**src/rtl/bbr_pkg.sv**
```systemverilog
`timescale 1ns / 1ps
`default_nettype none

package bbr_pkg;

    localparam int PIX_W        = 8;
    localparam int SUM_W        = 12;
    localparam int RW           = 13;
    localparam int WREG_W       = 11;
    localparam int HREG_W       = 13;
    localparam int APB_AW       = 3;
    localparam int APB_DW       = 32;

    localparam int WIDTH_LO     = 3;
    localparam int WIDTH_RESET  = 640;
    localparam int HEIGHT_LO    = 3;
    localparam int HEIGHT_HI    = 4096;
    localparam int HEIGHT_RESET = 480;

    // floor(s * 111 / 1000) == (s * RECIP_MUL) >> RECIP_SHIFT for every s below 2296.
    localparam int PROD_W       = 31;
    localparam int RECIP_SHIFT  = 22;
    localparam logic [18:0] RECIP_MUL = 19'd465568;

    localparam int FIFO_DEPTH   = 8;
    localparam int FIFO_AW      = 3;
    localparam int FIFO_CW      = 4;

    localparam logic KIND_PIXEL = 1'b0;
    localparam logic KIND_FLUSH = 1'b1;

    typedef enum logic {
        REG_FRAME_WIDTH  = 1'b0,
        REG_FRAME_HEIGHT = 1'b1
    } t_reg_idx;

    typedef struct packed {
        logic [PIX_W-1:0] blue;
        logic [PIX_W-1:0] green;
        logic [PIX_W-1:0] red;
    } t_pix;

    typedef struct packed {
        t_pix top;
        t_pix mid;
    } t_pair;

    typedef struct packed {
        logic emit;
        logic interior;
        logic last;
    } t_tag;

    typedef t_pix [2:0][2:0] t_window;

    typedef struct packed {
        logic [PIX_W-1:0] red_out;
        logic [PIX_W-1:0] green_out;
        logic [PIX_W-1:0] blue_out;
        logic             frame_end;
    } t_result;

endpackage

`default_nettype wire

```
**src/rtl/bbr_cfg.sv**
```systemverilog
`timescale 1ns / 1ps
`default_nettype none

module bbr_cfg
    import bbr_pkg::*;
#(
    parameter int MAX_WIDTH = 1024
) (
    input  wire logic              i_clk,
    input  wire logic              i_rst_n,
    input  wire logic              psel,
    input  wire logic              penable,
    input  wire logic              pwrite,
    input  wire logic [APB_AW-1:0] paddr,
    input  wire logic [APB_DW-1:0] pwdata,
    output logic      [APB_DW-1:0] prdata,
    output logic                   pready,
    output logic      [WREG_W-1:0] o_width,
    output logic      [HREG_W-1:0] o_height,
    output logic                   o_restart
);

    localparam int W_RST = (WIDTH_RESET > MAX_WIDTH) ? MAX_WIDTH : WIDTH_RESET;

    logic [WREG_W-1:0] r_width, n_width;
    logic [HREG_W-1:0] r_height, n_height;
    logic [WREG_W-1:0] wr_w;
    logic [HREG_W-1:0] wr_h;
    logic              wr_en;
    t_reg_idx          idx;

    assign pready = 1'b1;
    assign idx    = t_reg_idx'(paddr[2]);
    assign wr_en  = psel && penable && pwrite && pready;
    assign wr_w   = pwdata[WREG_W-1:0];
    assign wr_h   = pwdata[HREG_W-1:0];

    always_comb begin
        n_width  = r_width;
        n_height = r_height;
        if (wr_en) begin
            unique case (idx)
                REG_FRAME_WIDTH: begin
                    if (int'(wr_w) < WIDTH_LO) begin
                        n_width = WREG_W'(WIDTH_LO);
                    end else if (int'(wr_w) > MAX_WIDTH) begin
                        n_width = WREG_W'(MAX_WIDTH);
                    end else begin
                        n_width = wr_w;
                    end
                end
                REG_FRAME_HEIGHT: begin
                    if (int'(wr_h) < HEIGHT_LO) begin
                        n_height = HREG_W'(HEIGHT_LO);
                    end else if (int'(wr_h) > HEIGHT_HI) begin
                        n_height = HREG_W'(HEIGHT_HI);
                    end else begin
                        n_height = wr_h;
                    end
                end
            endcase
        end
    end

    always_comb begin
        unique case (idx)
            REG_FRAME_WIDTH:  prdata = APB_DW'(r_width);
            REG_FRAME_HEIGHT: prdata = APB_DW'(r_height);
        endcase
    end

    always_ff @(posedge i_clk) begin
        if (!i_rst_n) begin
            r_width  <= WREG_W'(W_RST);
            r_height <= HREG_W'(HEIGHT_RESET);
        end else begin
            r_width  <= n_width;
            r_height <= n_height;
        end
    end

    assign o_width   = r_width;
    assign o_height  = r_height;
    assign o_restart = wr_en;

endmodule

`default_nettype wire

```
**config.mk**
```make
export PLATFORM = sky130hd
export DESIGN_NAME = bbr_cfg
export DESIGN_NICKNAME = d
export VERILOG_FILES = /design/src/rtl/bbr_pkg.sv /design/src/rtl/bbr_cfg.sv
export SDC_FILE = /design/constraint.sdc
export NUM_CORES = 1
export LEC_CHECK = 0
export BUFFER_PORTS_ARGS = -buffer_cell sky130_fd_sc_hd__buf_2
export CORE_MARGIN = 1.5
export CORE_UTILIZATION = 25
export DETAILED_ROUTE_END_ITERATION = 8
export GPL_ROUTABILITY_DRIVEN = 0
export SLEW_MARGIN = 20
export SYNTH_ARGS = -nofsm -noshare
export SYNTH_HDL_FRONTEND = slang
export SYNTH_SLANG_ARGS = --single-unit
```
**constraint.sdc**
```tcl
create_clock -name i_clk -period 1.1 [get_ports i_clk]
set_clock_uncertainty 0.05 [all_clocks]
set_input_delay 0 -clock i_clk [delete_from_list [all_inputs] [get_ports i_clk]]
set_output_delay 0 -clock i_clk [all_outputs]
set_load 0.02 [all_outputs]
```
# [After elaboration in Yosys (flattened, before gate mapping)]
# Index checks and enable logic that the tools add are counted.
# Widths: inputs -> output; s select.
[word_totals] latchBits=0 register_bits=24 elab_cells=16 mem_count=0 mem_bits_rw=0 output_inout_bits=58 in_bits=40 mem_bits_ro=0
[op_classes] n_div=0 n_addsub=0 reduce_logical=4 muxes=5 multipliers=0 order_cmp=4 bitwise_logic=1 shifts=0 n_eq_ne=0
[ops] cell="$pmux 32 s2" count=1
[ops] cell="$mux 13" count=2
[ops] cell="$mux 11" count=2
[ops] cell="$gt 13x13->1 const B" count=1
[ops] cell="$lt 13x2->1 const B" count=1
[ops] cell="$gt 11x11->1 const B" count=1
[ops] cell="$lt 11x2->1 const B" count=1
[ops] cell="$reduce_and 2->1" count=2
[ops] cell="$logic_and 1x1->1" count=2
[ops] cell="$not 1->1" count=1

# [Depth between registers and ports, before layout]
# Gate-level depths: netlist of run 1.
[depth] ltp_word=3 mapped_depth=5 ltp_nobuf=3

# [Worst setup path after synthesis of run 1]
# OpenSTA, ideal clock, no wires.
[synth_timing] kind="input -> register" startpoint="input port paddr[2]" endpoint="register r_width[8] (netlist: o_width[8])" setup_time_ps=70 path_buffers=1 path_stages=4 arrival_time_ps=787 path_slack_ps=193 path_cell_list="buf_6 nand4b_4 or3b_1 a21boi_1"
[synth_via] elab_chain_cells=2
[synth_rtl] item="start, declared" line_no="bbr_cfg.sv:14" rtl="input wire logic [APB_AW-1:0] paddr,"
[synth_rtl] item="$not 1->1 (no line)"
[synth_rtl] item="$reduce_and 2->1 (no line)"
[synth_rtl] item="end signal, assigned" line_no="bbr_cfg.sv:74" rtl="r_width <= WREG_W'(W_RST);"
[synth_rtl] item="end signal, assigned" line_no="bbr_cfg.sv:77" rtl="r_width <= n_width;"
[synth_rtl] item="end, declared" line_no="bbr_cfg.sv:25" rtl="logic [WREG_W-1:0] r_width, n_width;"
# No other way between the ends.
# A chain may end at the register's enable or synchronous reset.

# [Final worst setup path of run 1]
[layout_timing] startpoint="register r_height[1] (netlist: o_height[1])" endpoint="output port prdata[1]"
[layout_via] elab_chain_cells=1
[layout_rtl] item="start, declared" line_no="bbr_cfg.sv:26" rtl="logic [HREG_W-1:0] r_height, n_height;"
[layout_rtl] item="start signal, assigned" line_no="bbr_cfg.sv:75" rtl="r_height <= HREG_W'(HEIGHT_RESET);"
[layout_rtl] item="start signal, assigned" line_no="bbr_cfg.sv:78" rtl="r_height <= n_height;"
[layout_rtl] item="$pmux 32 s2" line_no="bbr_cfg.sv:66" rtl="unique case (idx)"
[layout_rtl] item="end, declared" line_no="bbr_cfg.sv:16" rtl="output logic [APB_DW-1:0] prdata,"
# No other way between the ends. The select of a mux whose other input is x is not followed.

==> results of run 1 <==
[registers in the layout, indices dropped and copies added (netlist names)]
name      count
o_height     13
o_width      11
[cell usage after synthesis (2+ instances only)]
master	count	area share (%)
buf_4	21	12
nand2b_1	9	4.2
o31ai_1	2	1.1
a21boi_1	2	1.1
clkbuf_1	6	1.7
mux2_2	11	9.2
or3b_1	2	1.3
nand3b_1	3	1.7
a31oi_1	2	0.93
o21ai_0	9	3.3
a21boi_0	4	2.2
o311ai_0	2	1.3
nand3_1	11	4.1
conb_1	2	0.56
inv_1	2	0.56
and2_1	2	0.93
a32oi_1	4	2.6
nand2_1	18	5.0
dfxtp_1	24	36
and3_1	2	0.93
nor4_2	2	1.9
a21oi_1	2	0.74
[power groups by stage]
stage          sequential, µW  clock (µW)  combinational, µW
2_1_floorplan             948           0                255
3_3_place_gp              925           0                360
3_5_place_dp              926           0                361
4_1_cts                   906         808                394
5_1_grt                   909         831                442
6_report                  905         791                413
[path summary, 6_finish.rpt]
| path | cells after the start | endpoint | slack, ps | startpoint |
|---|---|---|---|---|
| worst max-delay path | 2 | prdata[1] | 30 | o_height[1] |
| worst min-delay path | 3 | o_width[2] | 20 | pwdata[10] |
| worst max register to register | 3 | o_height[7] | 310 | o_height[7] |
| worst min register to register | 2 | o_width[8] | 410 | o_width[8] |
[timing repair]
action                     4_1_cts  5_1_grt
setup endpoints to repair        1       10
hold endpoints to repair        16        0
gates cloned                     0        0
buffers inserted                 0        4
pin swaps                        0        1
hold buffers                    11        0
resized for setup                1       17
[area by class of cell]
| type | count | share of cell area (%) |
|---|---|---|
| Clock inverter | 1 | 1.560 |
| Tap cell | 70 | 4.551 |
| Inverter | 2 | 0.3901 |
| Timing Repair Buffer | 84 | 28.02 |
| Sequential cell | 24 | 25.68 |
| Multi-Input combinational cell | 115 | 37.65 |
| Clock buffer | 3 | 2.146 |
[per-layer routing]
layer  vias to the layer above  track usage (%)
li1                        647                -
met1                       613            16.79
met2                        45            20.71
met3                         5            2.156
met4                         0            6.667
met5                         -                0
[logic make-up after synthesis]
logic type             after synthesis
AOI/OAI and AO/OA                   28
and+or+nand+nor                     55
buffers and inverters               32
other                                2
DFF                                 24
muxes                               12
[metrics by stage]
stage                     utilization [%]  std cells  setup TNS [ps]  setup WS [ps]
after detailed placement            32.64        280               0          19.98
after CTS                           36.20        295               0          7.623
after global placement              32.64        280               0          35.35
final                               37.44        299               0          27.87
after global routing                37.44        299          -6.478         -5.251
after floorplan                         -        171               0          192.6
[worst min-delay path, stage by stage]
cell      delay [ps]
buf_2            130
nand2b_1         110
o21ai_0           60
==> key figures, run 1 <==
Power and ir drop
  – Static Leakage: approximately 0.00091 µW
  – Sequential share of power: between 40% and 50%
  – Internal: 1545 µW
  – Switching share of total power: between 20% and 30%
  – Comb pwr share: between 10% and 20%
  – Clk pwr share: 37.5%
  – Final Total Pwr: 2109 µW
  – Maximum VDD drop: around 0.7 mV
  – P_sw: between 500 and 600 µW
  – PwrDens: roughly 1100 nW/µm²

Global route
  – Vias in the first global route: 1,191
  – Total gr overflow: 0
  – All-Layer GR Usage: 12.98%
  – Initial antenna violation count: 0
  – Largest net degree at the start of global routing: 18
  – First-pass GRT wire length: ~6000 µm

Floorplan
  – Die Ht: 76.35 µm
  – Initial core utilization: a little over a quarter
  – Die ar.: between 5000 and 6000 µm²
  – FP Rows: 26
  – I/O pin count: just under 100
  – Core ar.: between 5000 and 6000 µm²
  – Die width: between 70 and 80 µm

Clock network
  – CTS buffer count: 3
  – Clock buffer depth: 2
  – Skew-Pair Late Insertion Delay: about 270 ps
  – Root buffer cell: clkbuf_8
  – Clock sinks: 24
  – Clock transition at path regs: about 90 ps
  – CTS tree: built
  – Htree depth: 1

Layout
  – N_diodes: 0
  – Area occupied by multi-input gates: roughly 720 µm²
  – Sequential cell area: just under 500 µm²
  – Nets@finish: 270
  – Commonest non-fill, non-tap cells in the layout: buf_2 (52), conb_1 (20), nand2_1 (18), buf_4 (17), dfxtp_1 (13)
  – Area growth, synth to finish: 43.07%
  – Cell area after layout: 1924 µm²
  – Share of cells above drive strength 1: between 40 and 50%
  – FILL cells: between 500 and 600
  – Most common cell after layout, fill and taps aside: buf_2

Detailed routing
  – DRC Markers: 0
  – Final WL: between 3000 and 4000 µm
  – First-pass DRT Iterations: 4
  – DR WL met2: ~1800 µm
  – Vias post-DR: roughly 1.3k
  – Max layer used: met4
  – Metal3 WL: approximately 180 µm
  – Antenna viol nets, final: 0
  – Via/cell ratio: approximately 4.4
  – Number of DRC markers in iteration 0: around 70
  – WL met1: 1771 µm
  – WL/cell: approximately 13 µm

Timing
  – Fin. max-slew vios: 0
  – Fin. Hold Viols: 0
  – Maximum clock frequency: 932.7 MHz
  – Final min period: between 1000 and 1500 ps
  – WHS: between 20 and 25 ps
  – Final period utilization: 97.47%
  – Setup-failing EPs final: 0

Setup path
  – Nature of the critical path endpoint: output port
  – Critical Path Max Stage Delay: around 340 ps
  – Critical path arrival: slightly above 1000 ps
  – Classification of the worst setup path: reg2out
  – Crit path buf inv count: 1
  – Worst endpoint required time: approximately 1100 ps
  – CP max FO: 3
  – Critical Path Source Type: flop
  – Critical path's slowest cell: dfxtp_1
  – Critical path cell sequence: mux2_2 -> buf_2
  – CP top delay family: flip-flops

Flow run
  – Max-cap violations: 0

Logic synthesis
  – Primary FF master, synth: dfxtp_1
  – Adder-Cell Fraction of Synth Area: 0%
  – Main combinational cell family by area after synthesis: simple AND/OR/NAND/NOR gates
  – Register bit total from synthesis: 24
  – Yosys cell types: 33
  – Synth Warn #: 0
  – Sequential share of the synthesized area: 35.72%
  – Synth Instances: roughly 150
  – Mux share of post-synthesis cell area: around a tenth
  – Compound-gate portion of the synthesized area: around 14%
  – Async set or reset register ratio after synthesis: 0%
  – Synth Area per Inst: slightly below 9 µm²
  – Synth Cell Area: ~1300 µm²
  – XOR/XNOR Fraction of Synth Area: 0%
  – Post-synthesis simple-gate area fraction: 24.28%
  – Number of enable flip-flop cells after synthesis: 0

Min path
  – Hold Crit Class: in2reg

Placed design
  – HPWL Detailed: 2822 µm
  – Placement-stage cell area: roughly 1700 µm²
  – Buffers added on ports: 56

Run status
  – Outcome: complete, no violations
No activity file was read; power rests on OpenSTA's default activity.
==> run 2, diff against run 1 <==
RECOVER_POWER = 50   (was default)
==> run 2 against run 1 <==
Against the previous run:
- non-clock buffer count unchanged
- clock power down 1%
- sequential power about the same
- design area down 1.4%
- worst hold slack better by 1.5 ps
- utilization down 0.51 points
- sequential share of layout area up 0.36 points
- total power down 0.57%
- via count up 0.23%
- combinational power down 1%
==> key figures, run 2 (synthesis results as in run 1) <==
Global route
  – Vias in the first global route: 1,191 (unchanged)
  – Largest net degree at the start of global routing: 18 (unchanged)
  – Initial antenna violation count: 0 (unchanged)
  – All-Layer GR Usage: 12.98% (unchanged)
  – Total gr overflow: 0 (unchanged)
  – First-pass GRT wire length: 5996 µm (unchanged)

Min path
  – Worst hold path stage count: 3 (unchanged)
  – Hold path endpoint: o_width[2] (unchanged)
  – Hold Crit Start: pwdata[10] (unchanged)
  – Hold Crit Class: in2reg (unchanged)

Timing
  – Setup-failing EPs final: 0 (unchanged)
  – Setup TNS: 0 ps (unchanged)
  – Maximum clock frequency: 937.1 MHz (was 932.7 MHz)
  – Final min period: 1067 ps (was 1072 ps)
  – Fin. Hold Viols: 0 (unchanged)
  – Fin. max-slew vios: 0 (unchanged)
  – Final period utilization: 97.02% (was 97.47%)

Layout
  – Cell area after layout: 1898 µm² (was 1924 µm²)
  – Commonest non-fill, non-tap cells in the layout: buf_2 (31), clkbuf_1 (21), conb_1 (20), nand2_1 (18), buf_4 (17) (was buf_2 (52), conb_1 (20), nand2_1 (18), buf_4 (17), dfxtp_1 (13))
  – N_diodes: 0 (unchanged)
  – Share of cells above drive strength 1: 35.37% (was 44.54%)
  – Area occupied by multi-input gates: 724.4 µm² (unchanged)
  – Number of flip-flops in the largest register: 13 (unchanged)
  – Nets@finish: 270 (unchanged)
  – Area growth, synth to finish: 41.12% (was 43.07%)
  – Final design utilization: 36.93% (was 37.44%)
  – Sequential cell area: 494.2 µm² (unchanged)
  – Count of non-filler cells in the finished layout: 299 (unchanged)
  – Most common cell after layout, fill and taps aside: buf_2 (unchanged)
  – FILL cells: 570 (was 559)

Clock network
  – Clock sinks: 24 (unchanged)
  – Skew-Pair Late Insertion Delay: 270 ps (about the same)
  – Clock buffer depth: 2 (unchanged)
  – Clock transition at path regs: 90 ps (about the same)
  – Root buffer cell: clkbuf_8 (unchanged)
  – Htree depth: 1 (unchanged)
  – CTS buffer count: 3 (unchanged)
  – CTS tree: built (unchanged)

Setup path
  – FF-to-FF path depth: 3 (unchanged)
  – Critical path cell sequence: mux2_2 -> buf_2 (unchanged)
  – Critical path arrival: 1020 ps (about the same)
  – Critical path's slowest cell: dfxtp_1 (unchanged)
  – Reg2Reg Launch Point: o_height[7] (unchanged)
  – Worst R2R Setup Slack: 310 ps (about the same)
  – Worst endpoint required time: 1050 ps (about the same)
  – Critical Path Source Type: flop (unchanged)
  – Reg2Reg Capture Point: o_height[7] (unchanged)
  – Classification of the worst setup path: reg2out (unchanged)
  – CP max FO: 3 (unchanged)
  – Nature of the critical path endpoint: output port (unchanged)
  – Critical Path Max Stage Delay: 340 ps (about the same)
  – Crit path buf inv count: 1 (unchanged)
  – CP top delay family: flip-flops (unchanged)

Floorplan
  – Core ar.: 5140 µm² (unchanged)
  – Die width: 76.35 µm (unchanged)
  – Initial core utilization: 26.17% (unchanged)
  – FP Rows: 26 (unchanged)
  – I/O pin count: 98 (unchanged)
  – Die ar.: 5829 µm² (unchanged)
  – Die Ht: 76.35 µm (unchanged)

Power and ir drop
  – Internal: 1540 µW (was 1545 µW)
  – Maximum VDD drop: 0.7076 mV (was 0.7183 mV)
  – PwrDens: 1105 nW/µm² (was 1096 nW/µm²)
  – Final Total Pwr: 2097 µW (was 2109 µW)
  – Clk pwr share: 37.3% (was 37.5%)
  – Sequential share of power: 43.2% (was 42.9%)
  – Static Leakage: 0.0008306 µW (was 0.0009140 µW)
  – P_sw: 556.9 µW (was 564.2 µW)
  – Switching share of total power: 26.56% (was 26.75%)
  – Comb pwr share: 19.5% (was 19.6%)

Detailed routing
  – DR WL met2: 1756 µm (was 1787 µm)
  – DRC Markers: 0 (unchanged)
  – Via/cell ratio: 4.391 (was 4.381)
  – WL met1: 1759 µm (was 1771 µm)
  – First-pass DRT Iterations: 4 (unchanged)
  – Number of DRC markers in iteration 0: 78 (was 69)
  – Metal3 WL: 185 µm (was 175 µm)
  – Vias post-DR: 1,313 (was 1,310)
  – Max layer used: met4 (unchanged)
  – Antenna viol nets, final: 0 (unchanged)
  – Final WL: 3786 µm (was 3809 µm)
  – WL/cell: 12.66 µm (was 12.74 µm)

Placed design
  – HPWL Detailed: 2822 µm (unchanged)
  – Placement-stage cell area: 1678 µm² (unchanged)
  – Buffers added on ports: 56 (unchanged)
  – Number of placed instances, taps included: 280 (unchanged)

Flow run
  – Max-cap violations: 0 (unchanged)

Run status
  – Outcome: complete, no violations (unchanged)
==> run 2: worst register-to-register path: stages (launching register included) <==
cell,delay (ps)
dfxtp_2,340
buf_4,110
nand2_1,40
a32oi_1,180
==> run 2: layout make-up <==
type,count,share of cell area (%)
multi-input cells,115,38.17
repair buffers,84,27.03
flip-flops and latches,24,26.04
well taps,70,4.614
clock buffers,3,2.175
clock inverters,1,1.582
inverters,2,0.3955
==> run 2: through the flow <==
stage / worst slack, ps / hold slack, ps
after CTS: 7.623 / 19.84
after global placement: 35.35 / 229.3
after floorplan: 192.6 / 102.7
after global routing: -5.251 / 18.03
after detailed placement: 19.98 / 228.9
final: 32.83 / 25.74
==> run 2: worst max-delay path by stage <==
| stage | endpoint | cells after the start | startpoint |
|---|---|---|---|
| floorplan | o_width[8] | 4 | paddr[2] |
| CTS | prdata[5] | 2 | o_height[5] |
| detailed placement | o_height[7] | 5 | pwdata[5] |
| global placement | o_height[7] | 5 | pwdata[5] |
| global route | o_width[4] | 5 | i_rst_n |
| finish | prdata[7] | 2 | o_width[7] |
==> run 2: power groups by stage <==
| stage | clock (µW) | combinational, µW | sequential (µW) |
|---|---|---|---|
| after floorplan | 0 | 255 | 948 |
| after global placement | 0 | 360 | 925 |
| after detailed placement | 0 | 361 | 926 |
| after CTS | 808 | 394 | 906 |
| after global routing | 831 | 437 | 910 |
| final | 783 | 408 | 906 |
==> run 2: repair_timing <==
action / 4_1_cts / 5_1_grt
endpoints found under the setup margin: 1 / 10
hold buffers: 11 / 0
pin swaps: 0 / 1
endpoints found under the hold margin: 16 / 0
setup buffers: 0 / 4
gates resized for setup: 1 / 17
==> run 2: per-layer routing <==
metal	vias up	GRT usage, %
li1	648	-
met1	607	16.79
met2	51	20.71
met3	7	2.156
met4	0	6.667
met5	-	0
==> run 3, diff against run 2 <==
CORE_UTILIZATION = 40   (was 25)
PLACE_DENSITY = 0.79   (was default)
==> run 3 against run 2 <==
Against the previous run:
- the run now ends with negative hold slack, negative setup slack left
- largest power group unchanged
- sequential power hardly changed
- die area is 36% lower
- worst hold slack worse by 36 ps
- critical path type unchanged
- fmax is 5.6% lower
- routed wire length is 7.2% higher
- sequential share of layout area is 2.2 points lower
==> key figures, run 3 (synthesis results as in run 1) <==
Clock network
  – CTS buffer count: 3 (unchanged)
  – Clock sinks: 24 (unchanged)
  – Skew-Pair Late Insertion Delay: 310 ps (was 270 ps)
  – Root buffer cell: clkbuf_4 (was clkbuf_8)
  – Clock transition at path regs: 140 ps (was 90 ps)
  – Htree depth: 1 (unchanged)
  – Clock buffer depth: 2 (unchanged)
  – CTS tree: built (unchanged)

Setup path
  – FF-to-FF path depth: 3 (unchanged)
  – Worst R2R Setup Slack: 220 ps (was 310 ps)
  – Cell count along the critical path: 2 (unchanged)
  – Critical Path Max Stage Delay: 360 ps (was 340 ps)
  – Worst endpoint required time: 1050 ps (about the same)
  – Classification of the worst setup path: reg2out (unchanged)
  – Reg2Reg Launch Point: o_height[0] (was o_height[7])
  – Reg2Reg Capture Point: o_height[0] (was o_height[7])
  – Nature of the critical path endpoint: output port (unchanged)
  – Critical Path Source Type: flop (unchanged)
  – CP max FO: 3 (unchanged)
  – CP top delay family: flip-flops (unchanged)
  – Critical path cell sequence: mux2_4 -> buf_6 (was mux2_2 -> buf_2)
  – Critical path's slowest cell: dfxtp_2 (was dfxtp_1)
  – Critical path arrival: 1080 ps (was 1020 ps)
  – Crit path buf inv count: 1 (unchanged)

Global route
  – Largest net degree at the start of global routing: 15 (was 18)
  – First-pass GRT wire length: 6003 µm (was 5996 µm)
  – Initial antenna violation count: 0 (unchanged)
  – Total gr overflow: 0 (unchanged)
  – All-Layer GR Usage: 21.68% (was 12.98%)
  – Vias in the first global route: 1,286 (was 1,191)

Timing
  – Final period utilization: 102.8% (was 97.02%)
  – Final min period: 1131 ps (was 1067 ps)
  – Fin. max-slew vios: 0 (unchanged)
  – Maximum clock frequency: 884.2 MHz (was 937.1 MHz)
  – Setup-failing EPs final: 9 (was 0)
  – Setup TNS: -174.3 ps (was 0 ps)
  – Setup WS post-layout: -30.91 ps (was 32.83 ps)
  – Fin. Hold Viols: 1 (was 0)
  – RSZ-0062 raised after global routing: true
  – WHS: -9.885 ps (was 25.74 ps)

Detailed routing
  – Antenna viol nets, final: 0 (unchanged)
  – WL/cell: 13.86 µm (was 12.66 µm)
  – DRC Markers: 0 (unchanged)
  – Vias post-DR: 1,446 (was 1,313)
  – First-pass DRT Iterations: 4 (unchanged)
  – Final WL: 4060 µm (was 3786 µm)
  – Via/cell ratio: 4.935 (was 4.391)
  – Number of DRC markers in iteration 0: 53 (was 78)

Min path
  – Hold Crit Class: in2reg (unchanged)
  – Hold path endpoint: o_height[1] (was o_width[2])
  – Hold Crit Start: pwdata[11] (was pwdata[10])
  – Worst hold path stage count: 4 (was 3)

Layout
  – Share of cells above drive strength 1: 47.79% (was 35.37%)
  – Most common cell after layout, fill and taps aside: buf_2 (unchanged)
  – Commonest non-fill, non-tap cells in the layout: buf_2 (39), buf_4 (29), conb_1 (20), dfxtp_2 (20) (was buf_2 (31), clkbuf_1 (21), conb_1 (20), nand2_1 (18), buf_4 (17))
  – N_diodes: 0 (unchanged)
  – Area growth, synth to finish: 57.67% (was 41.12%)
  – Number of flip-flops in the largest register: 13 (unchanged)
  – Nets@finish: 290 (was 270)

Floorplan
  – Die Ht: 60.99 µm (was 76.35 µm)
  – Initial core utilization: 43.00% (was 26.17%)
  – Die ar.: 3719 µm² (was 5829 µm²)
  – FP Rows: 20 (was 26)
  – Die width: 60.99 µm (was 76.35 µm)
  – Core ar.: 3128 µm² (was 5140 µm²)
  – I/O pin count: 98 (unchanged)

Power and ir drop
  – PwrDens: 952.5 nW/µm² (was 1105 nW/µm²)
  – Static Leakage: 0.001017 µW (was 0.0008306 µW)
  – Maximum VDD drop: 0.8074 mV (was 0.7076 mV)

Run status
  – Failing checks: negative hold slack, negative setup slack
  – Outcome: finished, violations left (was complete, no violations)

Flow run
  – Max-cap violations: 0 (unchanged)

Placed design
  – Buffers added on ports: 56 (unchanged)
  – HPWL Detailed: 2465 µm (was 2822 µm)
[run 3: layer usage]
metal,GRT usage [%],part of all wire (%),vias to the layer above
met5,0,0,-
met4,3.727,2.0,0
met3,5.117,6.3,14
met2,39.32,52,66
met1,26.34,40,677
li1,-,-,689
[run 3: worst max path at each step]
| stage | from | to | slack, ps |
|---|---|---|---|
| after floorplan | paddr[2] | o_width[8] | 190 |
| after global placement | pwdata[5] | o_height[0] | 40 |
| after detailed placement | pwdata[8] | o_height[6] | 20 |
| after CTS | o_height[1] | prdata[1] | -30 |
| after global routing | o_height[1] | prdata[1] | -50 |
| final | o_height[1] | prdata[1] | -30 |
[run 3: timing repair]
| item | in CTS | in global routing |
|---|---|---|
| endpoints found under the hold margin | 22 | 5 |
| endpoints found under the setup margin | 11 | 13 |
| buffers inserted | 19 | 0 |
| hold buffers | 13 | 5 |
| pin swaps | 0 | 0 |
| gates resized for setup | 49 | 4 |
[run 3: report_power, final]
group	internal [µW]	switching, µW
combinational	207	259
clock	369	279
sequential	893	13.0
[run 3: worst register-to-register path, stage by stage (launching register included)]
cell	delay [ps]
dfxtp_2	340
buf_4	130
o21ai_0	200
a31oi_1	60
[run 3: final cells by class]
cell class,count,area [µm²]
clock inverters,1,30.03
inverters,2,7.507
clock buffers,3,22.52
multi-input cells,115,755.7
flip-flops and latches,24,505.5
well taps,44,55.05
fillers,254,1007
repair buffers,104,744.5
[run 3: through the flow]
stage	util, %	setup WS, ps	total power, µW	cells	cell area, µm²
global placement	52.12	40.81	1272	252	1630
finish	67.80	-30.91	2020	293	2121
detailed placement	52.12	21.50	1275	252	1630
CTS	66.28	-25.33	2000	288	2073
floorplan	-	192.6	1203	171	1413
global route	67.80	-49.60	2085	293	2121
